===== config.mk =====
export PLATFORM = sky130hd
export DESIGN_NAME = window_lattice_intersect_top
export DESIGN_NICKNAME = d
export VERILOG_FILES = /design/src/rtl/wli_pkg.sv /design/src/rtl/wli_div.sv /design/src/rtl/wli_axis.sv /design/src/rtl/window_lattice_intersect_top.sv
export VERILOG_INCLUDE_DIRS = /design/src /design/src/rtl
export SDC_FILE = /design/constraint.sdc
export NUM_CORES = 2
export LEC_CHECK = 0
export ABC_AREA = 1
export BUFFER_PORTS_ARGS = -buffer_cell sky130_fd_sc_hd__buf_2
export CAP_MARGIN = 20
export CORE_MARGIN = 4
export CORE_UTILIZATION = 30
export CTS_BUF_LIST = sky130_fd_sc_hd__clkbuf_8
export DETAILED_ROUTE_END_ITERATION = 10
export PLACE_DENSITY = 0.42
export SETUP_SLACK_MARGIN = 0.5
export SLEW_MARGIN = 20
export SYNTH_ARGS = -nofsm -noshare
export SYNTH_HDL_FRONTEND = slang
export SYNTH_SLANG_ARGS = --single-unit

===== constraint.sdc =====
create_clock -name clk -period 6.1 [get_ports clk]
set_input_delay 0.305 -clock clk [delete_from_list [all_inputs] [get_ports clk]]
set_output_delay 0.305 -clock clk [all_outputs]
set_load 0.005 [all_outputs]

===== src/rtl/assert_macros.svh =====
// Assertion macros shared by the window lattice RTL
`ifndef ASSERT_MACROS_SVH
`define ASSERT_MACROS_SVH

`ifndef SYNTHESIS
// prop is a full property expression, clocked on clk and disabled during reset
`define WLI_ASSERT(lbl, prop, msg) \
    lbl: assert property (@(posedge clk) disable iff (!rst_n) prop) else $error(msg);
// cond must never hold
`define WLI_NEVER(lbl, cond, msg) \
    lbl: assert property (@(posedge clk) disable iff (!rst_n) !(cond)) else $error(msg);
`else
`define WLI_ASSERT(lbl, prop, msg)
`define WLI_NEVER(lbl, cond, msg)
`endif

`endif


===== src/rtl/wli_pkg.sv =====
// Shared types and constants for the window lattice intersect block
package wli_pkg;

    localparam int IN_W         = 32;   // region coordinates
    localparam int IDX_W        = 32;   // emitted window indices
    localparam int STEP_W       = 16;   // window size, stride, origin
    localparam int EXT_W        = 32;   // tensor extent
    localparam int CFG_W        = 32;   // config write data
    localparam int CFG_IDX_W    = 3;
    localparam int NUM_W        = IN_W + 2;  // division numerators, signed
    localparam int AW           = 40;   // internal index and pixel arithmetic
    localparam int COORD_BITS   = 32;
    localparam int MAX_SPAN_DEF = 8;

    localparam logic [CFG_IDX_W-1:0] REG_WIN_ROWS    = 3'd0;
    localparam logic [CFG_IDX_W-1:0] REG_WIN_COLS    = 3'd1;
    localparam logic [CFG_IDX_W-1:0] REG_STEP_ROWS   = 3'd2;
    localparam logic [CFG_IDX_W-1:0] REG_STEP_COLS   = 3'd3;
    localparam logic [CFG_IDX_W-1:0] REG_ORIGIN_ROWS = 3'd4;
    localparam logic [CFG_IDX_W-1:0] REG_ORIGIN_COLS = 3'd5;
    localparam logic [CFG_IDX_W-1:0] REG_EXTENT_ROWS = 3'd6;
    localparam logic [CFG_IDX_W-1:0] REG_EXTENT_COLS = 3'd7;

    typedef struct packed {
        logic signed [IN_W-1:0] row_start;
        logic signed [IN_W-1:0] row_stop;
        logic signed [IN_W-1:0] col_start;
        logic signed [IN_W-1:0] col_stop;
    } query_t;

    typedef struct packed {
        logic signed [IDX_W-1:0] win_row;
        logic signed [IDX_W-1:0] win_col;
        logic                    found;
        logic                    overflow;
        logic                    last;
    } result_t;

    // axis unit status toward the sequencer
    typedef struct packed {
        logic done;   // one-cycle pulse, results below valid from then on
        logic ok;     // index range not empty
        logic cut;    // span was truncated to MAX_SPAN
    } axis_stat_t;

endpackage


===== src/rtl/wli_div.sv =====
// Bit-serial floor divider: signed numerator by positive stride, one quotient bit per cycle
`include "assert_macros.svh"

module wli_div (
    input  logic                              clk,
    input  logic                              rst_n,
    input  logic                              load,
    input  logic signed [wli_pkg::NUM_W-1:0]  num,
    input  logic [wli_pkg::STEP_W-1:0]        den,
    output logic                              done,
    output logic signed [wli_pkg::NUM_W:0]    quo,
    output logic [wli_pkg::STEP_W-1:0]        rmd
);
    import wli_pkg::*;

    localparam int CNTW = $clog2(NUM_W + 1);

    localparam logic [1:0] D_IDLE = 2'd0;
    localparam logic [1:0] D_RUN  = 2'd1;
    localparam logic [1:0] D_FIX  = 2'd2;

    logic [1:0]               state_reg, state_next;
    logic [CNTW-1:0]          cnt_reg, cnt_next;
    logic                     done_reg, done_next;
    logic                     neg_reg, neg_next;
    logic [STEP_W-1:0]        den_reg, den_next;
    logic [NUM_W-1:0]         sh_reg, sh_next;
    logic [STEP_W-1:0]        rem_reg, rem_next;
    logic signed [NUM_W:0]    quo_reg, quo_next;
    logic [STEP_W-1:0]        rmd_reg, rmd_next;

    logic [STEP_W:0]          trial;
    logic                     fits;
    logic signed [NUM_W:0]    q0;

    assign trial = {rem_reg, sh_reg[NUM_W-1]};
    assign fits  = (trial >= {1'b0, den_reg});
    assign q0    = $signed({1'b0, sh_reg});

    always_comb
    begin
        state_next = state_reg;
        cnt_next   = cnt_reg;
        done_next  = 1'b0;
        neg_next   = neg_reg;
        den_next   = den_reg;
        sh_next    = sh_reg;
        rem_next   = rem_reg;
        quo_next   = quo_reg;
        rmd_next   = rmd_reg;
        case (state_reg)
            D_IDLE:
            begin
                if (load)
                begin
                    neg_next   = num[NUM_W-1];
                    den_next   = den;
                    sh_next    = num[NUM_W-1] ? (~num + 1'b1) : num;  // magnitude
                    rem_next   = '0;
                    cnt_next   = CNTW'(NUM_W);
                    state_next = D_RUN;
                end
            end
            D_RUN:
            begin
                rem_next = fits ? STEP_W'(trial - {1'b0, den_reg}) : trial[STEP_W-1:0];
                sh_next  = {sh_reg[NUM_W-2:0], fits};
                cnt_next = cnt_reg - 1'b1;
                if (cnt_reg == CNTW'(1))
                begin
                    state_next = D_FIX;
                end
            end
            D_FIX:
            begin
                // turn truncating magnitude result into floor quotient, remainder in [0, den)
                if (!neg_reg)
                begin
                    quo_next = q0;
                    rmd_next = rem_reg;
                end
                else if (rem_reg == '0)
                begin
                    quo_next = -q0;
                    rmd_next = '0;
                end
                else
                begin
                    quo_next = ~q0;
                    rmd_next = den_reg - rem_reg;
                end
                done_next  = 1'b1;
                state_next = D_IDLE;
            end
            default:
            begin
                state_next = D_IDLE;
            end
        endcase
    end

    always_ff @(posedge clk or negedge rst_n)
    begin
        if (!rst_n)
        begin
            state_reg <= D_IDLE;
            cnt_reg   <= '0;
            done_reg  <= 1'b0;
        end
        else
        begin
            state_reg <= state_next;
            cnt_reg   <= cnt_next;
            done_reg  <= done_next;
        end
    end

    always_ff @(posedge clk)
    begin
        neg_reg <= neg_next;
        den_reg <= den_next;
        sh_reg  <= sh_next;
        rem_reg <= rem_next;
        quo_reg <= quo_next;
        rmd_reg <= rmd_next;
    end

    assign done = done_reg;
    assign quo  = quo_reg;
    assign rmd  = rmd_reg;

    `WLI_ASSERT(a_div_den_nonzero, load && state_reg == D_IDLE |-> den != '0, "divider loaded with zero stride")
    `WLI_ASSERT(a_div_rem_range, done_reg |-> rmd_reg < den_reg, "floor remainder not below stride")
    `WLI_ASSERT(a_div_done_pulse, done_reg |=> !done_reg, "divider done held over two cycles")

endmodule


===== src/rtl/wli_axis.sv =====
// One axis of the lattice: index range by floor/ceil division, span cut, extent mask scan
`include "assert_macros.svh"

module wli_axis #(
    parameter int MAX_SPAN = wli_pkg::MAX_SPAN_DEF
) (
    input  logic                              clk,
    input  logic                              rst_n,
    input  logic                              go,
    input  logic signed [wli_pkg::IN_W-1:0]   start_px,
    input  logic signed [wli_pkg::IN_W-1:0]   stop_px,
    input  logic [wli_pkg::STEP_W-1:0]        win,
    input  logic [wli_pkg::STEP_W-1:0]        step,
    input  logic signed [wli_pkg::STEP_W-1:0] org,
    input  logic signed [wli_pkg::EXT_W-1:0]  ext,
    output wli_pkg::axis_stat_t               stat,
    output logic signed [wli_pkg::AW-1:0]     lo,
    output logic [MAX_SPAN-1:0]               mask
);
    import wli_pkg::*;

    localparam int KW = (MAX_SPAN > 1) ? $clog2(MAX_SPAN) : 1;
    localparam int CW = $clog2(MAX_SPAN + 1);

    localparam logic [1:0] A_IDLE = 2'd0;
    localparam logic [1:0] A_DIV  = 2'd1;
    localparam logic [1:0] A_SPAN = 2'd2;
    localparam logic [1:0] A_SCAN = 2'd3;

    logic signed [AW-1:0]    start_w, stop_w, org_w, win_w, step_w, ext_w;
    logic signed [AW-1:0]    n_lo, n_hi;
    logic signed [NUM_W-1:0] num_lo, num_hi;

    logic                    lo_done, hi_done;
    logic signed [NUM_W:0]   quo_lo, quo_hi;
    logic [STEP_W-1:0]       rmd_lo, rmd_hi;

    logic [1:0]              state_reg, state_next;
    logic                    done_reg, done_next;
    logic                    ok_reg, ok_next;
    logic                    cut_reg, cut_next;
    logic signed [AW-1:0]    n_lo_reg, n_lo_next;
    logic signed [AW-1:0]    lo_reg, lo_next;
    logic signed [AW-1:0]    hi_reg, hi_next;
    logic signed [AW-1:0]    base_reg, base_next;
    logic [CW-1:0]           cnt_reg, cnt_next;
    logic [KW-1:0]           k_reg, k_next;
    logic [MAX_SPAN-1:0]     mask_reg, mask_next;

    logic                    rnz;
    logic signed [AW-1:0]    diff;
    logic                    fits_ext;

    assign start_w = AW'(start_px);
    assign stop_w  = AW'(stop_px);
    assign org_w   = AW'(org);
    assign win_w   = AW'(win);
    assign step_w  = AW'(step);
    assign ext_w   = AW'(ext);

    // lo = ceil((start - org - win + 1) / step), hi = floor((stop - 1 - org) / step)
    assign n_lo   = start_w - org_w - win_w + AW'(1);
    assign n_hi   = stop_w - AW'(1) - org_w;
    assign num_lo = NUM_W'(n_lo);
    assign num_hi = NUM_W'(n_hi);

    wli_div u_div_lo (
        .clk   (clk),
        .rst_n (rst_n),
        .load  (go),
        .num   (num_lo),
        .den   (step),
        .done  (lo_done),
        .quo   (quo_lo),
        .rmd   (rmd_lo)
    );

    wli_div u_div_hi (
        .clk   (clk),
        .rst_n (rst_n),
        .load  (go),
        .num   (num_hi),
        .den   (step),
        .done  (hi_done),
        .quo   (quo_hi),
        .rmd   (rmd_hi)
    );

    assign rnz  = (rmd_lo != '0);
    assign diff = hi_reg - lo_reg;
    // window pixel base must sit in [0, ext - win]; negative extent never clips
    assign fits_ext = ext[EXT_W-1] || (!base_reg[AW-1] && ((base_reg + win_w) <= ext_w));

    always_comb
    begin
        state_next = state_reg;
        done_next  = 1'b0;
        ok_next    = ok_reg;
        cut_next   = cut_reg;
        n_lo_next  = n_lo_reg;
        lo_next    = lo_reg;
        hi_next    = hi_reg;
        base_next  = base_reg;
        cnt_next   = cnt_reg;
        k_next     = k_reg;
        mask_next  = mask_reg;
        case (state_reg)
            A_IDLE:
            begin
                if (go)
                begin
                    n_lo_next  = n_lo;
                    state_next = A_DIV;
                end
            end
            A_DIV:
            begin
                if (lo_done)
                begin
                    lo_next    = rnz ? (AW'(quo_lo) + AW'(1)) : AW'(quo_lo);
                    hi_next    = AW'(quo_hi);
                    // lo*step + org, taken from the floor remainder
                    base_next  = n_lo_reg + org_w - AW'(rmd_lo) + (rnz ? step_w : AW'(0));
                    state_next = A_SPAN;
                end
            end
            A_SPAN:
            begin
                ok_next   = !diff[AW-1];
                cut_next  = !diff[AW-1] && (diff >= AW'(MAX_SPAN));
                cnt_next  = (diff >= AW'(MAX_SPAN)) ? CW'(MAX_SPAN) : CW'(diff + AW'(1));
                k_next    = '0;
                mask_next = '0;
                if (diff[AW-1])
                begin
                    done_next  = 1'b1;
                    state_next = A_IDLE;
                end
                else
                begin
                    state_next = A_SCAN;
                end
            end
            A_SCAN:
            begin
                mask_next = mask_reg | (MAX_SPAN'(fits_ext) << k_reg);
                base_next = base_reg + step_w;
                k_next    = KW'(k_reg + 1'b1);
                if ((CW'(k_reg) + CW'(1)) == cnt_reg)
                begin
                    done_next  = 1'b1;
                    state_next = A_IDLE;
                end
            end
            default:
            begin
                state_next = A_IDLE;
            end
        endcase
    end

    always_ff @(posedge clk or negedge rst_n)
    begin
        if (!rst_n)
        begin
            state_reg <= A_IDLE;
            done_reg  <= 1'b0;
            ok_reg    <= 1'b0;
            cut_reg   <= 1'b0;
        end
        else
        begin
            state_reg <= state_next;
            done_reg  <= done_next;
            ok_reg    <= ok_next;
            cut_reg   <= cut_next;
        end
    end

    always_ff @(posedge clk)
    begin
        n_lo_reg <= n_lo_next;
        lo_reg   <= lo_next;
        hi_reg   <= hi_next;
        base_reg <= base_next;
        cnt_reg  <= cnt_next;
        k_reg    <= k_next;
        mask_reg <= mask_next;
    end

    assign stat.done = done_reg;
    assign stat.ok   = ok_reg;
    assign stat.cut  = cut_reg;
    assign lo        = lo_reg;
    assign mask      = mask_reg;

    `WLI_NEVER(a_axis_div_sync, lo_done != hi_done, "axis dividers finished apart")
    `WLI_NEVER(a_axis_hi_rmd, hi_done && rmd_hi >= step, "upper floor remainder not below stride")
    `WLI_ASSERT(a_axis_scan_range, state_reg == A_SCAN |-> CW'(k_reg) < cnt_reg, "mask scan past span")
    `WLI_ASSERT(a_axis_cnt_cap, state_reg == A_SCAN |-> cnt_reg <= CW'(MAX_SPAN) && cnt_reg != '0, "span count out of range")

endmodule


===== src/rtl/window_lattice_intersect_top.sv =====
// Top level: config registers, query sequencer and window index emitter
//
// A query is taken when start is high and busy is low. Both axes run in parallel, each
// with two bit-serial floor dividers: after the accepting edge come the quotient-bit
// steps and a sign fix, then a capture, the span cut and an extent scan of one kept
// index per cycle (up to MAX_SPAN). The sequencer then sees both axes done and decides,
// so an empty answer leaves after the longer of the two scans. Emission walks the kept
// row/column grid, one emitted window, skipped position or dropped row per cycle; busy
// drops with the last beat. Each result beat is on result for exactly one cycle, flagged
// by strobe, and must be taken then: the receiver cannot stall.
// Config writes take effect at once and are meant for when busy is low.
`include "assert_macros.svh"

module window_lattice_intersect_top #(
    parameter int MAX_SPAN = wli_pkg::MAX_SPAN_DEF
) (
    input  logic                            clk,
    input  logic                            rst_n,
    input  logic                            start,
    output logic                            busy,
    input  wli_pkg::query_t                 query,
    output logic                            strobe,
    output wli_pkg::result_t                result,
    input  logic                            cfg_write,
    input  logic [wli_pkg::CFG_IDX_W-1:0]   cfg_index,
    input  logic [wli_pkg::CFG_W-1:0]       cfg_data
);
    import wli_pkg::*;

    localparam int KW       = (MAX_SPAN > 1) ? $clog2(MAX_SPAN) : 1;
    localparam int SAT_BITS = (COORD_BITS < IDX_W) ? COORD_BITS : IDX_W;
    localparam logic signed [AW-1:0] SAT_HI = AW'((64'sd1 <<< (SAT_BITS - 1)) - 64'sd1);
    localparam logic signed [AW-1:0] SAT_LO = -SAT_HI - AW'(1);

    localparam logic [1:0] T_IDLE = 2'd0;
    localparam logic [1:0] T_WAIT = 2'd1;
    localparam logic [1:0] T_EVAL = 2'd2;
    localparam logic [1:0] T_EMIT = 2'd3;

    function automatic logic signed [IDX_W-1:0] sat_idx(input logic signed [AW-1:0] v);
        if (v > SAT_HI)
        begin
            return IDX_W'(SAT_HI);
        end
        if (v < SAT_LO)
        begin
            return IDX_W'(SAT_LO);
        end
        return IDX_W'(v);
    endfunction

    // configuration
    logic [STEP_W-1:0]        win_rows_reg, win_cols_reg, step_rows_reg, step_cols_reg;
    logic signed [STEP_W-1:0] origin_rows_reg, origin_cols_reg;
    logic signed [EXT_W-1:0]  extent_rows_reg, extent_cols_reg;
    logic [STEP_W-1:0]        step_rows_eff, step_cols_eff;

    // axis units
    logic                     go;
    axis_stat_t               rstat, cstat;
    logic signed [AW-1:0]     rlo, clo;
    logic [MAX_SPAN-1:0]      rmask, cmask;

    // sequencer
    logic [1:0]               state_reg, state_next;
    logic                     rdone_reg, rdone_next;
    logic                     cdone_reg, cdone_next;
    logic                     ovf_reg, ovf_next;
    logic [KW-1:0]            rk_reg, rk_next;
    logic [KW-1:0]            ck_reg, ck_next;
    logic                     strobe_reg, strobe_next;
    result_t                  result_reg, result_next;

    logic [MAX_SPAN-1:0]      row_bits, col_bits;
    logic                     row_on, row_more, col_on, col_more;
    logic signed [AW-1:0]     row_idx, col_idx;

    assign step_rows_eff = (step_rows_reg == '0) ? STEP_W'(1) : step_rows_reg;
    assign step_cols_eff = (step_cols_reg == '0) ? STEP_W'(1) : step_cols_reg;

    always_ff @(posedge clk or negedge rst_n)
    begin
        if (!rst_n)
        begin
            win_rows_reg    <= STEP_W'(64);
            win_cols_reg    <= STEP_W'(64);
            step_rows_reg   <= STEP_W'(64);
            step_cols_reg   <= STEP_W'(64);
            origin_rows_reg <= '0;
            origin_cols_reg <= '0;
            extent_rows_reg <= '1;
            extent_cols_reg <= '1;
        end
        else if (cfg_write)
        begin
            case (cfg_index)
                REG_WIN_ROWS:    win_rows_reg    <= cfg_data[STEP_W-1:0];
                REG_WIN_COLS:    win_cols_reg    <= cfg_data[STEP_W-1:0];
                REG_STEP_ROWS:   step_rows_reg   <= cfg_data[STEP_W-1:0];
                REG_STEP_COLS:   step_cols_reg   <= cfg_data[STEP_W-1:0];
                REG_ORIGIN_ROWS: origin_rows_reg <= $signed(cfg_data[STEP_W-1:0]);
                REG_ORIGIN_COLS: origin_cols_reg <= $signed(cfg_data[STEP_W-1:0]);
                REG_EXTENT_ROWS: extent_rows_reg <= $signed(cfg_data[EXT_W-1:0]);
                REG_EXTENT_COLS: extent_cols_reg <= $signed(cfg_data[EXT_W-1:0]);
                default:         ;
            endcase
        end
    end

    assign go = start && (state_reg == T_IDLE);

    wli_axis #(
        .MAX_SPAN (MAX_SPAN)
    ) u_axis_row (
        .clk      (clk),
        .rst_n    (rst_n),
        .go       (go),
        .start_px (query.row_start),
        .stop_px  (query.row_stop),
        .win      (win_rows_reg),
        .step     (step_rows_eff),
        .org      (origin_rows_reg),
        .ext      (extent_rows_reg),
        .stat     (rstat),
        .lo       (rlo),
        .mask     (rmask)
    );

    wli_axis #(
        .MAX_SPAN (MAX_SPAN)
    ) u_axis_col (
        .clk      (clk),
        .rst_n    (rst_n),
        .go       (go),
        .start_px (query.col_start),
        .stop_px  (query.col_stop),
        .win      (win_cols_reg),
        .step     (step_cols_eff),
        .org      (origin_cols_reg),
        .ext      (extent_cols_reg),
        .stat     (cstat),
        .lo       (clo),
        .mask     (cmask)
    );

    // grid walk: rows slow, columns fast, jump past dead rows and row tails
    assign row_bits = rmask >> rk_reg;
    assign col_bits = cmask >> ck_reg;
    assign row_on   = row_bits[0];
    assign col_on   = col_bits[0];
    assign row_more = |(row_bits >> 1);
    assign col_more = |(col_bits >> 1);
    assign row_idx  = rlo + $signed(AW'(rk_reg));
    assign col_idx  = clo + $signed(AW'(ck_reg));

    always_comb
    begin
        state_next  = state_reg;
        rdone_next  = rdone_reg | rstat.done;
        cdone_next  = cdone_reg | cstat.done;
        ovf_next    = ovf_reg;
        rk_next     = rk_reg;
        ck_next     = ck_reg;
        strobe_next = 1'b0;
        result_next = result_reg;
        case (state_reg)
            T_IDLE:
            begin
                rdone_next = 1'b0;
                cdone_next = 1'b0;
                if (go)
                begin
                    state_next = T_WAIT;
                end
            end
            T_WAIT:
            begin
                if (rdone_next && cdone_next)
                begin
                    state_next = T_EVAL;
                end
            end
            T_EVAL:
            begin
                ovf_next = rstat.cut | cstat.cut;
                rk_next  = '0;
                ck_next  = '0;
                if (!(rstat.ok && cstat.ok) || (rmask == '0) || (cmask == '0))
                begin
                    // empty answer; overflow only survives a non-empty lattice
                    strobe_next          = 1'b1;
                    result_next.win_row  = '0;
                    result_next.win_col  = '0;
                    result_next.found    = 1'b0;
                    result_next.overflow = rstat.ok && cstat.ok && (rstat.cut | cstat.cut);
                    result_next.last     = 1'b1;
                    state_next           = T_IDLE;
                end
                else
                begin
                    state_next = T_EMIT;
                end
            end
            T_EMIT:
            begin
                if (!row_on)
                begin
                    rk_next = KW'(rk_reg + 1'b1);
                    ck_next = '0;
                end
                else
                begin
                    if (col_on)
                    begin
                        strobe_next          = 1'b1;
                        result_next.win_row  = sat_idx(row_idx);
                        result_next.win_col  = sat_idx(col_idx);
                        result_next.found    = 1'b1;
                        result_next.overflow = ovf_reg;
                        result_next.last     = !col_more && !row_more;
                    end
                    if (!col_more)
                    begin
                        if (!row_more)
                        begin
                            state_next = T_IDLE;
                        end
                        else
                        begin
                            rk_next = KW'(rk_reg + 1'b1);
                            ck_next = '0;
                        end
                    end
                    else
                    begin
                        ck_next = KW'(ck_reg + 1'b1);
                    end
                end
            end
            default:
            begin
                state_next = T_IDLE;
            end
        endcase
    end

    always_ff @(posedge clk or negedge rst_n)
    begin
        if (!rst_n)
        begin
            state_reg  <= T_IDLE;
            rdone_reg  <= 1'b0;
            cdone_reg  <= 1'b0;
            strobe_reg <= 1'b0;
        end
        else
        begin
            state_reg  <= state_next;
            rdone_reg  <= rdone_next;
            cdone_reg  <= cdone_next;
            strobe_reg <= strobe_next;
        end
    end

    always_ff @(posedge clk)
    begin
        ovf_reg    <= ovf_next;
        rk_reg     <= rk_next;
        ck_reg     <= ck_next;
        result_reg <= result_next;
    end

    assign busy   = (state_reg != T_IDLE);
    assign strobe = strobe_reg;
    assign result = result_reg;

    `WLI_ASSERT(a_top_last_ends, strobe_reg && result_reg.last |=> !strobe_reg, "beat right after last beat")
    `WLI_ASSERT(a_top_empty_last, strobe_reg && !result_reg.found |-> result_reg.last, "empty answer not marked last")
    `WLI_ASSERT(a_top_beat_src, strobe_reg |-> $past(state_reg) == T_EVAL || $past(state_reg) == T_EMIT, "beat outside emission")
    `WLI_NEVER(a_top_emit_masks, state_reg == T_EMIT && (rmask == '0 || cmask == '0), "emission with empty mask")

endmodule

==> metrics.md <==
| Metric | Value |
|---|---|
| Cell seen most often among critical-path stages | nor2_1 |
| Total number of vias | 70800 |
| Number of distinct library cells after synthesis | 84 |
| CP Data Arrival Time | 6.00 ns |
| Highest net fanout along the worst path | 5 |
| CTS Buffer Depth | 3 |
| DRC violations left | 0 |
| Clock transition at path regs | 0.06 ns |
| Global route total overflow | 0 |
| Height of the die | 532 um |
| Required arrival time at the worst endpoint | 6.78 ns |
| Result of the run | finished clean |
| Beginning of the worst hold path | cfg_data[0] |
| Yosys top cell by area | edfxtp_1 |
| Ranking of synthesized cells by area | edfxtp_1, ha_1, nand2_1 |
| Number of flops mapped to enable cells by yosys | 846 |
| Flip-flop and latch count after synthesis | 1055 |
| Relative contribution of the clock network to total power | 0.151 |
| Async set-reset flop share out of synthesis | 0.198 |
| Die Span X | 532 um |
| # port buffers | 235 |
| Actual transition at the worst max-transition pin | 1.02 ns |
| Starting utilization of the core area | 0.303 |
| Detail-routed via count per cell | 4.93 |
| Remaining number of nets flagged by the antenna check after routing | 0 |
| Vias in the first global route | 68500 |
| Max transition margin | 0.315 |
| 1st-iter DRT viols | 5239 |
| Floorplan core area | 272000 um2 |
| Global-route wire length before repair | 427 mm |
| Fmax | 188 MHz |
| P&R area growth vs syn | 13.5% |
| Number of buffers added by the clock tree synthesis step | 203 |
| Clock sink count | 1055 |
| Most used cells in the layout excluding fill and tap cells | nand2_1, inv_1, edfxtp_1 |
| Io pins | 236 |
| Longest individual stage delay on the worst path | 0.43 ns |
| Die Area | 283000 um2 |
| Static leakage power | 41.7 nW |
| Final cycle utilization of the critical path | 0.872 |
| Setup slack on the worst flop-to-flop path | 0.78 ns |
| Final Hold Fails | 0 |
| Number of cells on the critical path | 25 |
| Final critical path time including I/O delays and setup | 5.32 ns |
| Sequential-to-total area share from yosys stat | 0.373 |
| Gp weighted congestion | 0.895 |
| Warning count from the yosys run | 0 |
| Initial antenna violation count | 26 |
| Clock skew | 0.0399 ns |
| Launching element of the worst setup path | origin_cols_reg[0] |
| Leading cell type in the layout, fill and taps excluded | nand2_1 |
| Share of final-layout standard cells stronger than drive strength 1 | 0.0953 |
| Primary FF master, synth | edfxtp_1 |
| Critical path endpoint category | register |
| Sum of buffers and inverters on the critical path | 1 |
| Drt wl/cell | 19.7 um |
| Post-synth design cell area | 82300 um2 |
| Detailed Place HPWL | 229 mm |
| CP startpoint kind | register |
| Final setup violation count | 0 |
| Worst flop-to-flop path endpoint | u_axis_col.u_div_lo.sh_reg[32] |
| Avg Inst Size Synth | 8.07 um2 |
| Switching Power | 23.9 mW |
| Flip-flop count of the largest register after layout | 67 |
| Post-Route Utilization | 0.344 |
| Total iterations of the first detailed-routing run | 8 |
| Routed Wire Length | 283 mm |
| Clock latency on the worst-skew pair | 0.95 ns |
| H-tree depth | 4 |
| Number of cell rows | 191 |
| Total number of nets in the final design | 11600 |
| Design internal power | 24.7 mW |
| Number of nets produced by synthesis | 11200 |
| Setup crit end | u_axis_col.u_div_lo.sh_reg[32] |
| CP delay by family, top | simple AND/OR/NAND/NOR gates |
| Logic depth of the worst register-to-register path | 25 |
| Final max-slew violation count | 0 |
| Combinational fraction of design power | 0.582 |
| Maximum number of pins on one net before global-route repair | 108 |
| Setup repair after global routing missed its margin | true |
| Synthesized instance count | 10200 |
| CP max stage cell | fa_1 |
| Max-cap viol count | 0 |
| CTS tree | done |
| IR drop worst, VDD | 0.291 mV |
| Area share of the leading cell type in the synthesized netlist | 0.309 |
| Setup Total Neg Slack | 0 ns |
| Sequential power share | 0.267 |
| Switching part of the total | 0.493 |
| Total Routing Usage GR | 0.194 |
| Reg-to-reg critical path startpoint | origin_cols_reg[0] |
| CTS Root Buffer Type | clkbuf_8 |
| Worst min path class | in2reg |
| Setup CP Type | reg2reg |
| Power per cell area | 520 nW/um2 |
[kinds of logic after synthesis]
logic type,Yosys count,synth area share
compound gates,1958,0.133
xor+xnor,732,0.0786
fa+ha+maj,819,0.132
buf+inv,1779,0.0818
flops,1055,0.373
mux,4,0.000532
simple gates,3849,0.201
[cell usage after synthesis, types with 24 or more instances]
library cell and n:
clkbuf_1 148, inv_1 1581, nand3_1 454, edfxtp_1 846, nor2_1 847, ha_1 735, o21a_1 40, nand2_2 36
dfrtp_1 141, o22ai_1 73, nand4_1 154, nand2_1 1973, a21oi_1 757, nor4_1 79, a31oi_1 90, or2_2 36
o21ai_1 53, fa_1 84, o211ai_1 28, o21bai_1 30, nor3_1 156, xor2_1 518, xnor2_1 207, a21o_1 35
o31ai_1 24, o21ai_0 698, dfstp_2 68
[layer usage]
layer / wire length (um) / track usage / share of wire
met1: 141000 / 0.287 / 0.50
met2: 122000 / 0.298 / 0.43
met3: 13800 / 0.0252 / 0.049
met4: 6900 / 0.0471 / 0.024
met5: 7 / 0 / 0.000025
[how the worst min path moves through the flow]
stage	endpoint	cells after the start
finish	step_rows_reg[0]	3
global route	win_cols_reg[0]	3
CTS	extent_cols_reg[7]	6
detailed placement	step_cols_reg[13]	1
global placement	step_cols_reg[15]	1
floorplan	cdone_reg	0
[cell type report]
type,instances,area (um2)
antenna,11,27.5
clock buffer,224,3080
clock inverter,156,1060
fill,28600,178000
inverter,1603,6100
multi-input combinational,7362,45400
sequential,1055,30700
tap,3570,4470
timing repair buffer,390,2510
timing repair inverter,1,6.26
[through the flow]
step / power (mW) / hold WS, ns / worst slack, ns / instances / area (um2)
floorplan: 31.8 / 0.00941 / 0.617 / 10200 / 82300
global placement: 40.8 / 0.384 / 0.420 / 13900 / 87900
detailed placement: 40.8 / 0.389 / 0.367 / 13900 / 87900
CTS: 48.5 / 0.00377 / 0.508 / 14300 / 92400
global route: 53.0 / -0.0122 / 0.476 / 14400 / 93400
finish: 48.6 / 0.0430 / 0.783 / 14400 / 93400
[power groups by stage]
stage / logic (mW) / clock network, mW / registers, mW
after floorplan: 19.3 / 0 / 12.4
after global placement: 27.7 / 0 / 13.1
after detailed placement: 27.7 / 0 / 13.1
after CTS: 27.9 / 7.62 / 13.0
after global routing: 31.9 / 7.94 / 13.2
final: 28.3 / 7.32 / 13.0
[tightest hold or removal path, stage by stage]
cell and delay (ns):
buf_2 0.08, inv_1 0.29, o21ai_0 0.26
[repair_timing]
item                                    4_1_cts  5_1_grt
resized for setup                             3      126
hold buffers                                 34        3
endpoints found under the setup margin        7      110
endpoints found under the hold margin       243        3
cloned                                        0        1
buffers inserted                              0       36
pin swaps                                     1       11
Note: power is estimated with default switching activity, not from simulation.
